File: src/hdl/five_point_blur_filter_defines.svh
// Assertion macros shared by the five-point blur filter RTL.
// No dependencies; each macro expects clk and arst_n in scope.
`ifndef FIVE_POINT_BLUR_FILTER_DEFINES_SVH
`define FIVE_POINT_BLUR_FILTER_DEFINES_SVH

// Same-cycle implication, disabled while reset is asserted.
`define FBF_ASSERT_NOW(name, ante, cons, msg) \
	name: assert property (@(posedge clk) disable iff (!arst_n) (ante) |-> (cons)) \
		else $error(msg);

// Next-cycle implication, disabled while reset is asserted.
`define FBF_ASSERT_NEXT(name, ante, cons, msg) \
	name: assert property (@(posedge clk) disable iff (!arst_n) (ante) |=> (cons)) \
		else $error(msg);

`endif

File: src/hdl/fbf_pkg.sv
// Types, register codes and constants for the five-point blur filter.
// No dependencies; the RTL modules reference it by scoped names.
`default_nettype none

package fbf_pkg;

	// Width of position and size arithmetic (sizes up to 8192 plus margin).
	localparam int POS_W = 14;
	localparam int CFG_W = 11;
	localparam int BPP_W = 4;
	localparam int PIX_W = 8;
	localparam int OPOS_W = 10;
	localparam int MIN_SIZE = 3;

	// Configuration register indexes.
	typedef enum logic [2:0] {
		REG_FRAME_WIDTH  = 3'd0,
		REG_FRAME_HEIGHT = 3'd1,
		REG_BOX_LEFT     = 3'd2,
		REG_BOX_RIGHT    = 3'd3,
		REG_BOX_TOP      = 3'd4,
		REG_BOX_BOTTOM   = 3'd5,
		REG_IN_BPP       = 3'd6
	} cfg_reg_t;

	typedef struct packed {
		logic [CFG_W-1:0] frame_width;
		logic [CFG_W-1:0] frame_height;
		logic [CFG_W-1:0] box_left;
		logic [CFG_W-1:0] box_right;
		logic [CFG_W-1:0] box_top;
		logic [CFG_W-1:0] box_bottom;
		logic [BPP_W-1:0] in_bits_per_pixel;
	} cfg_t;

	typedef struct packed {
		logic [PIX_W-1:0] pixel_in;
		logic             frame_start;
	} in_beat_t;

	typedef struct packed {
		logic [PIX_W-1:0]  pixel_out;
		logic [OPOS_W-1:0] out_row;
		logic [OPOS_W-1:0] out_col;
		logic              frame_last;
	} out_beat_t;

	// The five neighbours of one output pixel.
	typedef struct packed {
		logic [PIX_W-1:0] left;
		logic [PIX_W-1:0] right;
		logic [PIX_W-1:0] up;
		logic [PIX_W-1:0] down;
		logic [PIX_W-1:0] centre;
	} taps_t;

	// Exact floor(m / 3) for m below 8192: (m * 2731) >> 13.
	localparam int DIV3_MUL = 2731;
	localparam int DIV3_SHIFT = 13;

	// Saturate a configured frame size into [MIN_SIZE, maxv].
	function automatic logic [POS_W-1:0] clamp_size(input logic [CFG_W-1:0] v,
			input logic [POS_W-1:0] maxv);
		logic [POS_W-1:0] ve;
		ve = POS_W'(v);
		if (ve < POS_W'(MIN_SIZE)) begin
			return POS_W'(MIN_SIZE);
		end else if (ve > maxv) begin
			return maxv;
		end
		return ve;
	endfunction

endpackage

`default_nettype wire

File: src/hdl/fbf_pos_ctr.sv
// Raster position counters with frame restart and wrap on size changes.
// Depends on fbf_pkg for the position width.
`default_nettype none

module fbf_pos_ctr #(
	parameter int CW = 10,
	parameter int RW = 10
) (
	input  wire logic                      clk,
	input  wire logic                      arst_n,
	input  wire logic                      advance,
	input  wire logic                      frame_start,
	input  wire logic [fbf_pkg::POS_W-1:0] w_lim,
	input  wire logic [fbf_pkg::POS_W-1:0] h_lim,
	output logic      [CW-1:0]             col,
	output logic      [RW-1:0]             row
);

	logic [CW-1:0] col_q;
	logic [RW-1:0] row_q;
	logic [fbf_pkg::POS_W-1:0] col_e, row_e, row_w, c_cur, r_cur, c_nxt, r_nxt;
	logic [fbf_pkg::POS_W-1:0] col_d, row_d;

	// Position of the beat at the input, then the position after it.
	always_comb begin
		col_e = frame_start ? '0 : fbf_pkg::POS_W'(col_q);
		row_e = frame_start ? '0 : fbf_pkg::POS_W'(row_q);
		if (col_e >= w_lim) begin
			c_cur = '0;
			row_w = row_e + 1'b1;
		end else begin
			c_cur = col_e;
			row_w = row_e;
		end
		r_cur = (row_w >= h_lim) ? '0 : row_w;
		c_nxt = c_cur + 1'b1;
		r_nxt = r_cur + 1'b1;
		if (c_nxt >= w_lim) begin
			col_d = '0;
			row_d = (r_nxt >= h_lim) ? '0 : r_nxt;
		end else begin
			col_d = c_nxt;
			row_d = r_cur;
		end
	end

	assign col = c_cur[CW-1:0];
	assign row = r_cur[RW-1:0];

	always_ff @(posedge clk or negedge arst_n) begin
		if (!arst_n) begin
			col_q <= '0;
			row_q <= '0;
		end else if (advance) begin
			col_q <= col_d[CW-1:0];
			row_q <= row_d[RW-1:0];
		end
	end

endmodule

`default_nettype wire

File: config.mk
export PLATFORM = sky130hd
export DESIGN_NAME = fbf_pos_ctr
export DESIGN_NICKNAME = d
export VERILOG_FILES = /design/src/hdl/five_point_blur_filter_defines.svh /design/src/hdl/fbf_pkg.sv /design/src/hdl/fbf_pos_ctr.sv
export SDC_FILE = /design/constraint.sdc
export NUM_CORES = 1
export LEC_CHECK = 0
export ABC_AREA = 1
export BUFFER_PORTS_ARGS = -buffer_cell sky130_fd_sc_hd__clkbuf_2
export CORE_MARGIN = 10
export CORE_UTILIZATION = 55
export DETAILED_ROUTE_END_ITERATION = 10
export GPL_TIMING_DRIVEN = 0
export PLACE_DENSITY_LB_ADDON = 0.25
export SYNTH_ARGS = -nofsm -noshare
export SYNTH_HDL_FRONTEND = slang
export SYNTH_SLANG_ARGS = --single-unit
File: constraint.sdc
create_clock -name clk -period 8.5 [get_ports clk]
set_input_delay 0.425 -clock clk [delete_from_list [all_inputs] [get_ports clk]]
set_output_delay 0.425 -clock clk [all_outputs]
set_load 0.05 [all_outputs]
# Word level (Yosys, flattened, before mapping)
# Index checks and enable logic that the tools add are counted.
dict set report totals {
  reg_bits 20
  mem_count 0
  input_bits 32
  latchBits 0
  romBits 0
  ramBits 0
}
dict set report classes {
  n_lt_le_gt_ge 4
  multipliers 0
  eq_ne 0
  n_bitwise 0
  shifts 0
  div 0
  n_mux 8
  reduce_logical 0
  n_addsub 3
}
# operator n
set ops {}
lappend ops {{2-to-1 mux 10 bit} 6}
lappend ops {{adder 10 x 1 -> 11 bit, second input constant} 2}
lappend ops {{2-to-1 mux 11 bit} 2}
lappend ops {{>= comparator 10 x 14 -> 1 bit} 1}
lappend ops {{>= comparator 11 x 14 -> 1 bit} 1}
lappend ops {{>= comparator 12 x 14 -> 1 bit} 1}
lappend ops {{>= comparator 14 bit} 1}
lappend ops {{adder 11 x 1 -> 12 bit, second input constant} 1}

# Logic depth before layout (Yosys ltp)
dict set report logic_depth {
  word_depth 9
  mapped_depth 40
}

# Worst setup path before layout
# Ideal clock, no wire load.
dict set report synth_path {
  path_type {input -> register}
  start {input port frame_start}
  end {register row_q[4]}
  setup_ps 76
  stages 37
  arrival_ps 5771
  slack_ps 2652
  cell_sequence {buf_2 > buf_1 > nor2_1 > ha_1 > nand2_1 > nor2_1 > nand2_1 > nor2_2 > nor2_8 > nand2_4 > buf_12 > nand2_1 > o21ai_2 > inv_2 > ha_1 > nand2_1 > nand2_1 > a21oi_1 > nand2_1 > nand2_1 > nand2_1 > nand2_1 > inv_2 > nor2_2 > ha_1 > nand2_1 > nor2_2 > nand4_1 > and2_1 > ha_1 > nand2_1 > o21ai_0 > a2bb2oi_1 > nand4_1 > nor2_2 > inv_1 > o21ai_1}
}
dict set report synth_between {
  elab_chain_len 9
  word_cells_on_any_way 14
}
# element line_no
set synth_rtl {}
lappend synth_rtl {{from (decl)} fbf_pos_ctr.sv:12} ;# input wire logic frame_start,
lappend synth_rtl {{2-to-1 mux 10 bit (on tied branches)} {fbf_pos_ctr.sv:26, fbf_pos_ctr.sv:27}}
lappend synth_rtl {{>= comparator 10 x 14 -> 1 bit or adder 10 x 1 -> 11 bit (tied branches)} {fbf_pos_ctr.sv:28, fbf_pos_ctr.sv:30}}
lappend synth_rtl {{2-to-1 mux 11 bit (*)} fbf_pos_ctr.sv:28} ;# if (col_e >= w_lim) begin
lappend synth_rtl {{>= comparator 14 bit} fbf_pos_ctr.sv:35} ;# r_cur = (row_w >= h_lim) ? '0 : row_w;
lappend synth_rtl {{2-to-1 mux 11 bit (*)} fbf_pos_ctr.sv:35}
lappend synth_rtl {{net row[0]} fbf_pos_ctr.sv:16} ;# output logic [RW-1:0] row
lappend synth_rtl {{adder 11 x 1 -> 12 bit (*)} fbf_pos_ctr.sv:37} ;# r_nxt = r_cur + 1'b1;
lappend synth_rtl {{>= comparator 12 x 14 -> 1 bit} fbf_pos_ctr.sv:40} ;# row_d = (r_nxt >= h_lim) ? '0 : r_nxt;
lappend synth_rtl {{2-to-1 mux 10 bit (*)} fbf_pos_ctr.sv:40}
lappend synth_rtl {{2-to-1 mux 10 bit (*)} fbf_pos_ctr.sv:38} ;# if (c_nxt >= w_lim) begin
lappend synth_rtl {{to (signal assigned)} fbf_pos_ctr.sv:56} ;# row_q <= row_d[RW-1:0];
lappend synth_rtl {{to (decl)} fbf_pos_ctr.sv:20} ;# logic [RW-1:0] row_q;
# The timed path passes the listed nets; every way through them passes the cells marked *.
# A chain may end at the register's enable or synchronous reset.

# Worst setup path after layout
dict set report layout_path {
  start {input port frame_start}
  end {register row_q[4]}
}
dict set report layout_between {
  elab_chain_len 9
  word_cells_on_any_way 14
}
# element line_no
set layout_rtl {}
lappend layout_rtl {{2-to-1 mux 10 bit (on tied branches)} {fbf_pos_ctr.sv:26, fbf_pos_ctr.sv:27}}
lappend layout_rtl {{>= comparator 10 x 14 -> 1 bit or adder 10 x 1 -> 11 bit (tied branches)} {fbf_pos_ctr.sv:28, fbf_pos_ctr.sv:30}}
lappend layout_rtl {{2-to-1 mux 11 bit} fbf_pos_ctr.sv:28}
lappend layout_rtl {{>= comparator 14 bit} fbf_pos_ctr.sv:35}
lappend layout_rtl {{2-to-1 mux 11 bit} fbf_pos_ctr.sv:35}
lappend layout_rtl {{adder 11 x 1 -> 12 bit} fbf_pos_ctr.sv:37}
lappend layout_rtl {{>= comparator 12 x 14 -> 1 bit} fbf_pos_ctr.sv:40}
lappend layout_rtl {{2-to-1 mux 10 bit} fbf_pos_ctr.sv:40}
lappend layout_rtl {{2-to-1 mux 10 bit (*)} fbf_pos_ctr.sv:38}
# Every way passes the cells marked *; elsewhere a longest branch is shown, timed or not.

==> flow_summary.json <==
{
  "clk_pin_slew_worst_paths_ns": 0.08,
  "fmax_mhz": 154,
  "seqPwrFrac_pct": 42.2,
  "total_power_uw": 231,
  "start_util_pct": 57.5,
  "swShare_pct": 31.6,
  "p_comb_share_pct": 25.4,
  "crit_path_frequent_cell": "nand2_1",
  "setup_violations": 0,
  "r2r_slack_ns": 2.50,
  "drive_above_1_share_pct": 18.3,
  "synth_common_cells": "nand2_1 (127), inv_1 (98), ha_1 (47), nor2_1 (45), nand3_1 (34)",
  "cts.sinks": 20,
  "powerDensity_nw_per_um2": 64.0,
  "antenna_left": 0,
  "die_height_um": 96.6,
  "slew_headroom_pct": 60.7,
  "async_flop_share_pct": 100,
  "post-synth-top-count-cell": "nand2_1",
  "tightest_slew_ns": 0.589,
  "hold_violations": 0,
  "outcome": "finished, final reports clean",
  "cts-htree-levels": 1,
  "syn_nets": 588,
  "setup_ws_ns": 2.02,
  "period_minus_slack_ns": 6.48,
  "cts_tree": "done",
  "skew_ns": 0.00484,
  "area_growth_pct": 12.3,
  "crit_type": "primary input to flop",
  "grt_pass1_vias": 3262,
  "multi_input_area_um2": 2270,
  "final-seq-area_um2": 500,
  "io_pins": 52,
  "yosys-top-cells-area": "ha_1 (18%), dfrtp_1 (16%), nand2_1 (15%)",
  "fin_area_um2": 3620,
  "ys_seq_elements": 20,
  "worst_ep_required_time_ns": 8.69,
  "holdCritPathClass": "primary input to asynchronous set/reset pin",
  "antenna_found_initial": 0,
  "finalMaxSlewViolations": 0,
  "cts_made_buffers": 3,
  "postCtsSetupRepairBufs": 0,
  "wirelength_mm": 8.69,
  "antennaDiodeCount": 0,
  "core_um2": 5610,
  "rr_startpoint": "col_q[5]",
  "grt_util_all_layers_pct": 19.4,
  "cap_violations": 0,
  "rr_worst_depth": 32,
  "p_leak_nw": 2.16,
  "cts-root-buf": "clkbuf_8",
  "clock_path_buffers": 2,
  "dpl_cell_area_um2": 3560,
  "postCtsHoldBufs": 0,
  "dp_hpwl_mm": 7.30,
  "synth_edf_count": 0,
  "routabilityCongestion": 0.896,
  "synth-main-ff-cell": "dfrtp_1",
  "intPower_uw": 158,
  "clock_latency_ns": 0.27,
  "worst_path_max_delay_cell": "nor4b_1",
  "setup_tns_ns": 0,
  "syn_area_um2": 3220,
  "place_ws_ns": 1.92,
  "drtIter0Drc": 283,
  "cts-resized-gates": 0,
  "cp_max_fo": 10,
  "ir_drop_uv": 68.3,
  "reg2reg_to": "row_q[4]",
  "fp.dieW_um": 96.6,
  "synth.top_cell.area_share_pct": 18.2,
  "wl_per_cell_um": 13.7,
  "clock_power_share_pct": 32.4,
  "rows": 27,
  "grt_max_degree": 21,
  "nets": 643,
  "io_buffers": 50,
  "fillers": 553,
  "dr.pass1.iters": 5,
  "end_kind": "flop",
  "vias_per_cell": 5.37,
  "startpoint_type": "primary input",
  "netlist_instances": 509,
  "ys_seq_area_share_pct": 15.5,
  "post-route-drc-count": 0,
  "synth_cell_types": 45,
  "yosysTopAreaCell": "ha_1",
  "worstPathArrival_ns": 6.67,
  "gr-total-overflow": 0,
  "grt_pass1_wl_mm": 14.8,
  "min_period_over_period_pct": 76.2,
  "yosys_warnings": 0,
  "dieArea_um2": 9320,
  "rsz0062_at_grt": "false",
  "via_count": 3408,
  "syn-mean-instance-area_um2": 6.33,
  "slowest_delay_ns": 0.50,
  "p_switching_uw": 73.2
}
-- state kept, by name, indices dropped and copies added, names as in the netlist --
signal  cells
col_q      10
row_q      10
-- metal layers --
| metal | wire, um | GRT usage [%] |
|---|---|---|
| met1 | 3710 | 26.0 |
| met2 | 4090 | 32.5 |
| met3 | 778 | 3.47 |
| met4 | 108 | 2.78 |
| met5 | 0 | 0 |
-- critical path, delay by kind of cell --
kind | cells | cell delay, ns
AND/OR/NAND/NOR | 20 | 3.47
buffers and inverters | 6 | 1.17
adder cells (fa/ha/maj) | 4 | 1.16
AO/OA/AOI/OAI | 3 | 0.41
-- power groups by stage --
stage / Combinational [mW] / Clock, mW / Sequential (mW)
after floorplan: 0.0380 / 0 / 0.0995
after global placement: 0.0568 / 0 / 0.0995
after detailed placement: 0.0590 / 0 / 0.0995
after CTS: 0.0592 / 0.0756 / 0.0976
after global routing: 0.0677 / 0.0807 / 0.0978
final: 0.0588 / 0.0750 / 0.0976
-- through the flow --
stage               utilization, %  hold slack, ns  cells
floorplan                        -           0.129    509
global placement              63.5           0.422    631
detailed placement            63.5           0.426    631
CTS                           64.5           0.140    635
global route                  64.5           0.150    635
finish                        64.5           0.113    635
-- worst max path at each step --
stage,cells past startpoint,endpoint,startpoint
final,33,row_q[4],frame_start
after global routing,33,row_q[5],frame_start
after CTS,33,row_q[4],frame_start
after detailed placement,33,row_q[4],frame_start
after global placement,33,row_q[1],frame_start
after floorplan,37,row_q[4],frame_start
-- cells in the final DEF (no fill, tap or decap), types with 2 or more instances in the layout --
cell type    n
o21ai_0      7
xor2_1       9
nand3b_1     2
nor2_2      10
nor2_1      45
nand4_1      8
clkbuf_1     3
clkbuf_8     4
nor3_2       3
o22ai_1      3
nand2_1    127
nand2_2      9
nor4_1       2
dfrtp_1     20
inv_1       98
nor2_4       4
nand3_1     34
o211ai_1     3
inv_2        9
o21ai_1      9
a22oi_1      7
nor3_1       4
clkbuf_2    50
and2_1       8
nand3_2      3
ha_1        47
a21oi_1     15
-- cell type report --
cell class / instances / area share [%]
multi-input cells: 375 / 62.7
flip-flops and latches: 20 / 13.8
inverters: 107 / 11.1
repair buffers: 50 / 6.92
well taps: 72 / 2.49
clock buffers: 4 / 1.52
plain buffers: 7 / 1.42
-- cells by family after synthesis --
group,after synthesis,share of synthesized area [%]
buffers and inverters,114,14.1
and+or+nand+nor,266,39.7
DFF,20,15.5
adders and majority gates,47,18.2
other,1,0.116
xor gates and xnor gates,10,2.72
AOI/OAI and AO/OA,51,9.67
Note: power is estimated with default switching activity, not from simulation.
