===== src/hdl/five_point_blur_filter_defines.svh =====
// Assertion macros shared by the five-point blur filter RTL.
// No dependencies; each macro expects clk and arst_n in scope.
`ifndef FIVE_POINT_BLUR_FILTER_DEFINES_SVH
`define FIVE_POINT_BLUR_FILTER_DEFINES_SVH

// Same-cycle implication, disabled while reset is asserted.
`define FBF_ASSERT_NOW(name, ante, cons, msg) \
	name: assert property (@(posedge clk) disable iff (!arst_n) (ante) |-> (cons)) \
		else $error(msg);

// Next-cycle implication, disabled while reset is asserted.
`define FBF_ASSERT_NEXT(name, ante, cons, msg) \
	name: assert property (@(posedge clk) disable iff (!arst_n) (ante) |=> (cons)) \
		else $error(msg);

`endif


===== src/hdl/fbf_pkg.sv =====
// Types, register codes and constants for the five-point blur filter.
// No dependencies; the RTL modules reference it by scoped names.
`default_nettype none

package fbf_pkg;

	// Width of position and size arithmetic (sizes up to 8192 plus margin).
	localparam int POS_W = 14;
	localparam int CFG_W = 11;
	localparam int BPP_W = 4;
	localparam int PIX_W = 8;
	localparam int OPOS_W = 10;
	localparam int MIN_SIZE = 3;

	// Configuration register indexes.
	typedef enum logic [2:0] {
		REG_FRAME_WIDTH  = 3'd0,
		REG_FRAME_HEIGHT = 3'd1,
		REG_BOX_LEFT     = 3'd2,
		REG_BOX_RIGHT    = 3'd3,
		REG_BOX_TOP      = 3'd4,
		REG_BOX_BOTTOM   = 3'd5,
		REG_IN_BPP       = 3'd6
	} cfg_reg_t;

	typedef struct packed {
		logic [CFG_W-1:0] frame_width;
		logic [CFG_W-1:0] frame_height;
		logic [CFG_W-1:0] box_left;
		logic [CFG_W-1:0] box_right;
		logic [CFG_W-1:0] box_top;
		logic [CFG_W-1:0] box_bottom;
		logic [BPP_W-1:0] in_bits_per_pixel;
	} cfg_t;

	typedef struct packed {
		logic [PIX_W-1:0] pixel_in;
		logic             frame_start;
	} in_beat_t;

	typedef struct packed {
		logic [PIX_W-1:0]  pixel_out;
		logic [OPOS_W-1:0] out_row;
		logic [OPOS_W-1:0] out_col;
		logic              frame_last;
	} out_beat_t;

	// The five neighbours of one output pixel.
	typedef struct packed {
		logic [PIX_W-1:0] left;
		logic [PIX_W-1:0] right;
		logic [PIX_W-1:0] up;
		logic [PIX_W-1:0] down;
		logic [PIX_W-1:0] centre;
	} taps_t;

	// Exact floor(m / 3) for m below 8192: (m * 2731) >> 13.
	localparam int DIV3_MUL = 2731;
	localparam int DIV3_SHIFT = 13;

	// Saturate a configured frame size into [MIN_SIZE, maxv].
	function automatic logic [POS_W-1:0] clamp_size(input logic [CFG_W-1:0] v,
			input logic [POS_W-1:0] maxv);
		logic [POS_W-1:0] ve;
		ve = POS_W'(v);
		if (ve < POS_W'(MIN_SIZE)) begin
			return POS_W'(MIN_SIZE);
		end else if (ve > maxv) begin
			return maxv;
		end
		return ve;
	endfunction

endpackage

`default_nettype wire


===== src/hdl/fbf_kernel.sv =====
// Five-point weighted blur with box masking, rounding and saturation.
// Depends on fbf_pkg for the tap, configuration and result types.
`default_nettype none

module fbf_kernel (
	input  wire fbf_pkg::taps_t            taps,
	input  wire fbf_pkg::cfg_t             cfg,
	input  wire logic [fbf_pkg::POS_W-1:0] row,
	input  wire logic [fbf_pkg::POS_W-1:0] col,
	input  wire logic [fbf_pkg::POS_W-1:0] w_lim,
	input  wire logic [fbf_pkg::POS_W-1:0] h_lim,
	output logic                           res_valid,
	output fbf_pkg::out_beat_t             res
);

	logic [10:0] sum;
	logic [12:0] scaled;
	logic [11:0] half;
	logic [23:0] prod;
	logic [9:0]  quot;
	logic [fbf_pkg::PIX_W-1:0] blur;
	logic [fbf_pkg::POS_W-1:0] orow, ocol;
	logic box_empty, in_box;

	// Weighted sum, scaled for one-bit input, then round(x/6) = floor((x+3)/2 / 3).
	always_comb begin
		sum = 11'(taps.left) + 11'(taps.right) + 11'(taps.up) + 11'(taps.down)
			+ {2'b00, taps.centre, 1'b0};
		scaled = (cfg.in_bits_per_pixel < 4'd2) ? (13'(sum) + {1'b0, sum, 1'b0})
			: 13'(sum);
		half = 12'((14'(scaled) + 14'd3) >> 1);
		prod = 24'(half) * 24'(fbf_pkg::DIV3_MUL);
		quot = prod[fbf_pkg::DIV3_SHIFT +: 10];
		blur = (quot > 10'd255) ? 8'd255 : quot[7:0];
	end

	// Box test on the output position, shrunk by one on every side.
	always_comb begin
		orow = row - 1'b1;
		ocol = col - 1'b1;
		box_empty = (cfg.box_left >= cfg.box_right) || (cfg.box_top >= cfg.box_bottom);
		in_box = (orow >= fbf_pkg::POS_W'(cfg.box_top) + 1'b1)
			&& (orow + 2'd2 <= fbf_pkg::POS_W'(cfg.box_bottom))
			&& (ocol >= fbf_pkg::POS_W'(cfg.box_left) + 1'b1)
			&& (ocol + 2'd2 <= fbf_pkg::POS_W'(cfg.box_right));
	end

	// Result beat; none for the first row or column.
	always_comb begin
		res_valid = (row != '0) && (col != '0);
		if (box_empty) begin
			res.pixel_out = taps.centre;
		end else if (in_box) begin
			res.pixel_out = blur;
		end else begin
			res.pixel_out = '0;
		end
		res.out_row = orow[fbf_pkg::OPOS_W-1:0];
		res.out_col = ocol[fbf_pkg::OPOS_W-1:0];
		res.frame_last = (orow == h_lim - 2'd2) && (ocol == w_lim - 2'd2);
	end

endmodule

`default_nettype wire


===== config.mk =====
export PLATFORM = sky130hd
export DESIGN_NAME = fbf_kernel
export DESIGN_NICKNAME = d
export VERILOG_FILES = /design/src/hdl/five_point_blur_filter_defines.svh /design/src/hdl/fbf_pkg.sv /design/src/hdl/fbf_kernel.sv
export SDC_FILE = /design/constraint.sdc
export NUM_CORES = 1
export LEC_CHECK = 0
export BUFFER_PORTS_ARGS = -buffer_cell sky130_fd_sc_hd__buf_2
export CAP_MARGIN = 40
export CORE_AREA = 2 2 132 134
export DETAILED_ROUTE_END_ITERATION = 16
export DIE_AREA = 0 0 134 136
export GPL_TIMING_DRIVEN = 0
export PLACE_DENSITY = 0.78
export SLEW_MARGIN = 0
export SYNTH_ARGS = -nofsm -noshare
export SYNTH_HDL_FRONTEND = slang
export SYNTH_SLANG_ARGS = --single-unit

===== constraint.sdc =====
create_clock -name vclk -period 18.6
set_input_delay 1.86 -clock vclk [all_inputs]
set_output_delay 1.86 -clock vclk [all_outputs]
set_load 0.01 [all_outputs]

* After elaboration in Yosys (flattened, before gate mapping)
Index checks and enable logic that the tools add are counted.
** Word-level totals
- Flip-flop bits (word level) :: 0
- Bits of input ports :: 166
- Output and inout bits :: 30
- Logic and storage cells :: 37
** Operators by class
- Add/subtract/negate cells :: 14
- $mul :: 1
- Order comparisons :: 8
- Eq/ne operators :: 2
- Mux-type cells :: 4
- Reduce and logical (&&, ||, !) cells :: 8
** Operators by type and width (number)
- $add 14x2->14 const B :: 2
- $eq 14x14->1 :: 2
- $ge 14x12->1 :: 2
- $le 14x11->1 :: 2
- $reduce_bool 14->1 :: 2
- $sub 14x1->14 const B :: 2
- $sub 14x2->14 const B :: 2
- $add 11x1->12 const B :: 2
- $mux 8 :: 3
- $mul 12x12->23 const B :: 1
- $ge 11x11->1 :: 2
- $add 11x12->13 :: 1
- $add 13x2->13 const B :: 1
- $mux 13 :: 1
- $add 10x8->11 :: 1
- $add 11x9->11 :: 1
- $add 9x8->10 :: 1
- $gt 10x8->1 const B :: 1
- $add 8x8->9 :: 1
- $logic_and 1x1->1 :: 5
- $lt 4x2->1 const B :: 1
- $logic_or 1x1->1 :: 1

* Depth between registers and ports, before layout
Gate-level depths: netlist of the first run.
- Word-level depth :: 12
- Mapped depth :: 40
- Mapped depth without buffers :: 40

* Worst setup path after synthesis of the first run
No wires, ideal clock.
- Kind :: in2out
- Start :: input taps[1] (netlist bit)
- End :: output res[21] (netlist bit)
- Arrival time :: 10.831 ns
- Data required time :: 16.740 ns
- Path slack :: 5.909 ns
- Stages :: 36
- Buffers on the path :: 1
- Cells stage by stage :: inv_1 fa_1 inv_1 fa_1 fa_1 ha_1 fa_1 a21o_1 a21oi_1 xnor2_1 ha_1 clkbuf_1 a21oi_1 o211ai_1 a32oi_1 o211ai_1 a2111oi_0 xnor2_1 ha_1 ha_1 inv_1 fa_1 inv_1 fa_1 inv_1 fa_1 inv_1 ha_1 and3_1 nand3_1 nor2_1 a211oi_1 o21a_1 o2111ai_1 a311o_4 nand2_1
** RTL lines
- start, declared :: line fbf_kernel.sv:6 : input wire fbf_pkg::taps_t taps,
- end, declared :: line fbf_kernel.sv:13 : output fbf_pkg::out_beat_t res

==> reports/qor.yml, run 1 <==
status: "complete, no violations"
arrival_ps: 12300
syn_area_mm2: 0.00813
die_w_um: 134
synth_area_leaders: "ha_1, fa_1, xnor2_1, inv_1, xor2_1"
worstSetupPathType: "input pin to output pin"
yosys_warnings: 0
slowest_stage: "a2111oi_0"
drt_wl_total_um: 21100
n_fill_cell: 1580
worst_ep_required_time_ps: 16740
die_h_um: 136
slowest_delay_ps: 690
grt_pass1_wl_um: 35400
clock.fmax_mhz: 70.6
synthToLayoutAreaGrowth_pct: 14.1
drive_gt1_share_pct: 15.8
rows: 48
timing.setup.tns_ps: 0
stdcell_area_mm2: 0.00927
seq_area_um2: 0
grtUsageTotal_pct: 23.4
dp.cells: 1418
gr-total-overflow: 0
max_slew_margin_pct: 49.1
synth_most_common_cell: "inv_1"
fin_cells: 1420
path_common_cell: "fa_1"
clock_buffers: 0
first_pass_iters: 5
setup_violations: 0
wire_per_inst_um: 14.9
core_area_mm2: 0.0169
ant_nets: 0
synth_top_area_share_pct: 26.9
hold_violations: 0
start_kind: "input pin"
grt_antenna_before_repair: 3
yosysSeqAreaShare_pct: 0
grt_max_degree: 11
cts_setup_buffers: 0
drc: 0
vias: 7716
place_area_mm2: 0.00927
via_per_inst: 5.43
numPortBuffers: 170
dp_hpwl_um: 19200
maxSlewViolCount: 0
place_congestion: 0.974
syn_avg_cell_area_um2: 7.96
synth.largest_area_cell: "ha_1"
hold_path_class: "input pin to output pin"
worst_slew_pin_slew_ps: 744
rsz0062_at_grt: "no"
fin_nets: 1599
yosysUniqueCellTypes: 64
critPathMaxFanout: 8
cap_violations: 0
post-route-period-util_pct: 76.2
fp.dieArea_mm2: 0.0182
crit_path_end_kind: "output pin"
ys_top_cells_by_count: "inv_1, ha_1, xnor2_1"
start_util_pct: 48.1
period_minus_slack_ps: 14160
drt-initial-drc-count: 421
synth.net_count: 1425
cts_hold_buf: 0
ios: 196
syn_inst: 1021
design.seq.count: 0
ctsResizeCount: 0
grt_pass1_vias: 7690
==> routing by layer <==
metal,global-route usage (%),wire length (µm),share of wire [%],vias to the layer above
met5,0,9,0.043,-
li1,-,-,-,3839
met4,5.02,427,2.0,2
met1,30.4,9270,44,3614
met2,42.3,10200,48,220
met3,2.13,1270,6.0,41
==> path summary, 6_finish.rpt <==
path	slack, ps	cells after the start	from	to
hold / removal	4090	4	taps[4]	res[25]
setup / recovery	4440	38	taps[1]	res[23]
==> metrics by stage <==
stage                     util [%]  hold WS [ps]  setup WS [ps]
after floorplan                  -          3770           5910
after global placement        54.9          4110           4520
after detailed placement      54.9          4100           4540
after CTS                     54.9          4100           4490
after global routing          54.9          4130           3730
final                         54.9          4090           4440
==> area by class of cell <==
| cell class | instances | area, µm² | area share [%] |
|---|---|---|---|
| plain buffers | 10 | 53.8 | 0.580 |
| diodes | 2 | 5.00 | 0.0540 |
| inverters | 199 | 747 | 8.06 |
| repair buffers | 172 | 860 | 9.27 |
| multi-input cells | 812 | 7320 | 79.0 |
| well taps | 225 | 282 | 3.04 |
==> cells by family (layout without fill, tap and decap cells) <==
family	count (synthesis)	count (layout)	synth area share (%)
xor gates and xnor gates	139	139	15.2
adders and majority gates	238	238	42.5
buffers and inverters	209	381	9.86
and+or+nand+nor	258	258	17.2
muxes	7	7	0.862
AOI/OAI and AO/OA	170	170	14.4
other	0	2	0
==> worst max-delay path, delay by kind of cell <==
kind,cells,cell delay (ps)
AOI/OAI and AO/OA,11,3520
adders and majority gates,12,5000
xor gates and xnor gates,2,560
and+or+nand+nor,4,540
buffers and inverters,9,800
==> placed cells by master (no fill, tap or decap), drive strengths merged, types with 8 or more instances in the layout <==
cell type,Yosys,layout
a211oi,8,8
nand2,48,48
a21o,29,29
fa,63,63
nor3,27,27
ha,175,175
xor2,52,52
or3,12,12
a21oi,45,45
o21a,8,8
nor2,40,40
nand4,14,14
nand3,32,32
xnor2,86,86
nor4,15,15
nand2b,11,11
inv,199,199
o21ai,22,22
nor3b,8,8
buf,3,175
and3,14,14
Power of run 1 is not shown: default switching activity piles up to over one toggle a cycle in this logic, so the estimate is an artifact.
==> run 2: changes to the inputs <==
--- a/config.mk
+++ b/config.mk
@@ -5,13 +5,14 @@
 export SDC_FILE = /design/constraint.sdc
 export NUM_CORES = 1
 export LEC_CHECK = 0
+export ABC_AREA = 1
 export BUFFER_PORTS_ARGS = -buffer_cell sky130_fd_sc_hd__buf_2
 export CAP_MARGIN = 40
-export CORE_AREA = 2 2 132 134
+export CORE_AREA = 2 2 138 140
 export DETAILED_ROUTE_END_ITERATION = 16
-export DIE_AREA = 0 0 134 136
+export DIE_AREA = 0 0 140 142
 export GPL_TIMING_DRIVEN = 0
-export PLACE_DENSITY = 0.78
+export PLACE_DENSITY = 0.8
 export SLEW_MARGIN = 0
 export SYNTH_ARGS = -nofsm -noshare
 export SYNTH_HDL_FRONTEND = slang
==> constraint.sdc (replaced) <==
create_clock -name vclk -period 11.6
set_input_delay 1.16 -clock vclk [all_inputs]
set_output_delay 1.16 -clock vclk [all_outputs]
set_load 0.01 [all_outputs]
==> run 2 against run 1 <==
Compared with the run above: the run now ends with design-rule violations left; global-route usage down 0.82 points; core utilization up 0.072 points; count of clock-buffer cells in the layout stayed put; synthesized cell count rose by 27%; final cell count increased by 21%; first-iteration DRC count down 1.7%; wire length up 7.3%; critical endpoint unchanged; critical path depth grew 10; non-clock buffer count decreased by 5; flip-flop and latch count is the same; design area rose by 9.5%; via count is 12% higher.
==> reports/qor.yml, run 2 <==
ios: 196  # unchanged
max_slew_margin_pct: 59.7  # was 49.1%
place_congestion: 0.903  # was 0.974
cap_violations: 0  # unchanged
synth_area_leaders: "ha_1, fa_1, inv_1, nand2_1, xor2_1"  # was ha_1, fa_1, xnor2_1, inv_1, xor2_1
n_fill_cell: 1752  # was 1580
worst_ep_required_time_ps: 10440  # was 16740 ps
die_w_um: 140  # was 134 µm
drt-initial-drc-count: 414  # was 421
die_h_um: 142  # was 136 µm
slowest_stage: "fa_1"  # was a2111oi_0
violations: "design-rule violations"
startpoint: "taps[1]"  # unchanged
ys_top_cells_by_count: "inv_1, nand2_1, ha_1"  # was inv_1, ha_1, xnor2_1
fin_nets: 1883  # was 1599
ant_nets: 0  # unchanged
synth_most_common_cell: "inv_1"  # unchanged
synth_top_area_share_pct: 24.8  # was 26.9%
status: "finished with violations"  # was complete, no violations
grt_max_degree: 11  # unchanged
layout_common_cells: "inv_1, nand2_1, buf_2, ha_1, nor2_1"  # was inv_1, ha_1, buf_2, xnor2_1, fa_1
crit_path_end_kind: "output pin"  # unchanged
synthToLayoutAreaGrowth_pct: 15.2  # was 14.1%
synth.largest_area_cell: "ha_1"  # unchanged
fp.dieArea_mm2: 0.0199  # was 0.0182 mm²
syn_inst: 1301  # was 1021
layout.cells.most_common: "inv_1"  # unchanged
path_common_cell: "nand2_1"  # was fa_1
cts_hold_buf: 0  # unchanged
seq_area_um2: 0  # unchanged
slowest_delay_ps: 540  # was 690 ps
numPortBuffers: 173  # was 170
grt_pass1_vias: 8427  # was 7690
period_minus_slack_ps: 11080
stdcell_area_mm2: 0.0102  # was 0.00927 mm²
rows: 50  # was 48
drc: 6  # was 0
grtUsageTotal_pct: 22.6  # was 23.4%
syn_avg_cell_area_um2: 6.78  # was 7.96 µm²
layout_setup_ws_ps: 522  # was 4440 ps
post-route-period-util_pct: 95.5
critPathMaxFanout: 8  # unchanged
first_pass_iters: 12  # was 5
clock.fmax_mhz: 90.3
hold_path_class: "input pin to output pin"  # unchanged
grt_antenna_before_repair: 1  # was 3
clock_buffers: 0  # unchanged
vias: 8662  # was 7716
arrival_ps: 9920  # was 12300 ps
place_area_mm2: 0.00997  # was 0.00927 mm²
yosysUniqueCellTypes: 53  # was 64
start_kind: "input pin"  # unchanged
hold_violations: 0  # unchanged
gr-total-overflow: 0  # unchanged
via_per_inst: 5.06  # was 5.43
dp_hpwl_um: 20400  # was 19200 µm
worst_slew_pin_slew_ps: 602  # was 744 ps
drive_gt1_share_pct: 17.9  # was 15.8%
worstSetupPathType: "input pin to output pin"  # unchanged
synth.net_count: 1705  # was 1425
min_from: "taps[0]"  # was taps[4]
setup_violations: 0  # unchanged
post-place-ws_ps: -162  # was 4540 ps
drt_wl_total_um: 22700  # was 21100 µm
grt_pass1_wl_um: 37700  # was 35400 µm
start_util_pct: 47.8  # was 48.1%
maxSlewViolCount: 0  # unchanged
yosysSeqAreaShare_pct: 0  # unchanged
core_area_mm2: 0.0185  # was 0.0169 mm²
syn_area_mm2: 0.00881  # was 0.00813 mm²
yosys_warnings: 0  # unchanged
wire_per_inst_um: 13.2  # was 14.9 µm
design.seq.count: 0  # unchanged
[run 2: critical path, delay by kind of cell]
family / cells / cell delay [ps]
AO/OA/AOI/OAI: 2 / 360
adder cells (fa/ha/maj): 12 / 4820
buffers and inverters: 13 / 1120
XOR/XNOR: 2 / 460
AND/OR/NAND/NOR: 19 / 1970
[run 2: per-layer routing]
layer	track usage (%)	part of all wire (%)
met5	0	0
met4	3.08	1.7
met1	27.8	42
met3	1.78	5.7
met2	44.1	50
[run 2: worst paths after layout]
check	to	slack [ps]	cells past startpoint
worst max-delay path	res[23]	520	48
worst min-delay path	res[21]	2630	4
[run 2: cell families after synthesis]
kind of cell / Yosys count / synth area share [%]
buffers and inverters: 312 / 13.4
XOR/XNOR: 106 / 11.7
AND/OR/NAND/NOR: 530 / 28.4
AO/OA/AOI/OAI: 115 / 7.38
adder cells (fa/ha/maj): 238 / 39.1
[run 2: final cells by class]
class / instances / area (µm²) / area share [%]
diodes: 1 / 2.50 / 0.0246
plain buffers: 1 / 11.3 / 0.111
inverters: 311 / 1170 / 11.5
multi-input cells: 989 / 7790 / 76.7
well taps: 234 / 293 / 2.88
repair buffers: 176 / 888 / 8.75
[run 2: stage by stage]
| stage | hold slack [ps] | TNS, ps | cells | util, % |
|---|---|---|---|---|
| after floorplan | 2390 | 0 | 1301 | - |
| after global routing | 2660 | -169 | 1712 | 55.0 |
| final | 2630 | 0 | 1712 | 55.0 |
| after detailed placement | 2630 | -1010 | 1708 | 54.0 |
| after CTS | 2630 | 0 | 1709 | 54.1 |
| after global placement | 2630 | 0 | 1708 | 54.0 |
[run 2: what timing repair did]
action,in CTS,in global routing
pin swaps,1,3
resized for setup,1,24
cloned,0,0
setup endpoints to repair,8,8
setup buffers,1,2
Power of run 2 is left out for the same reason.
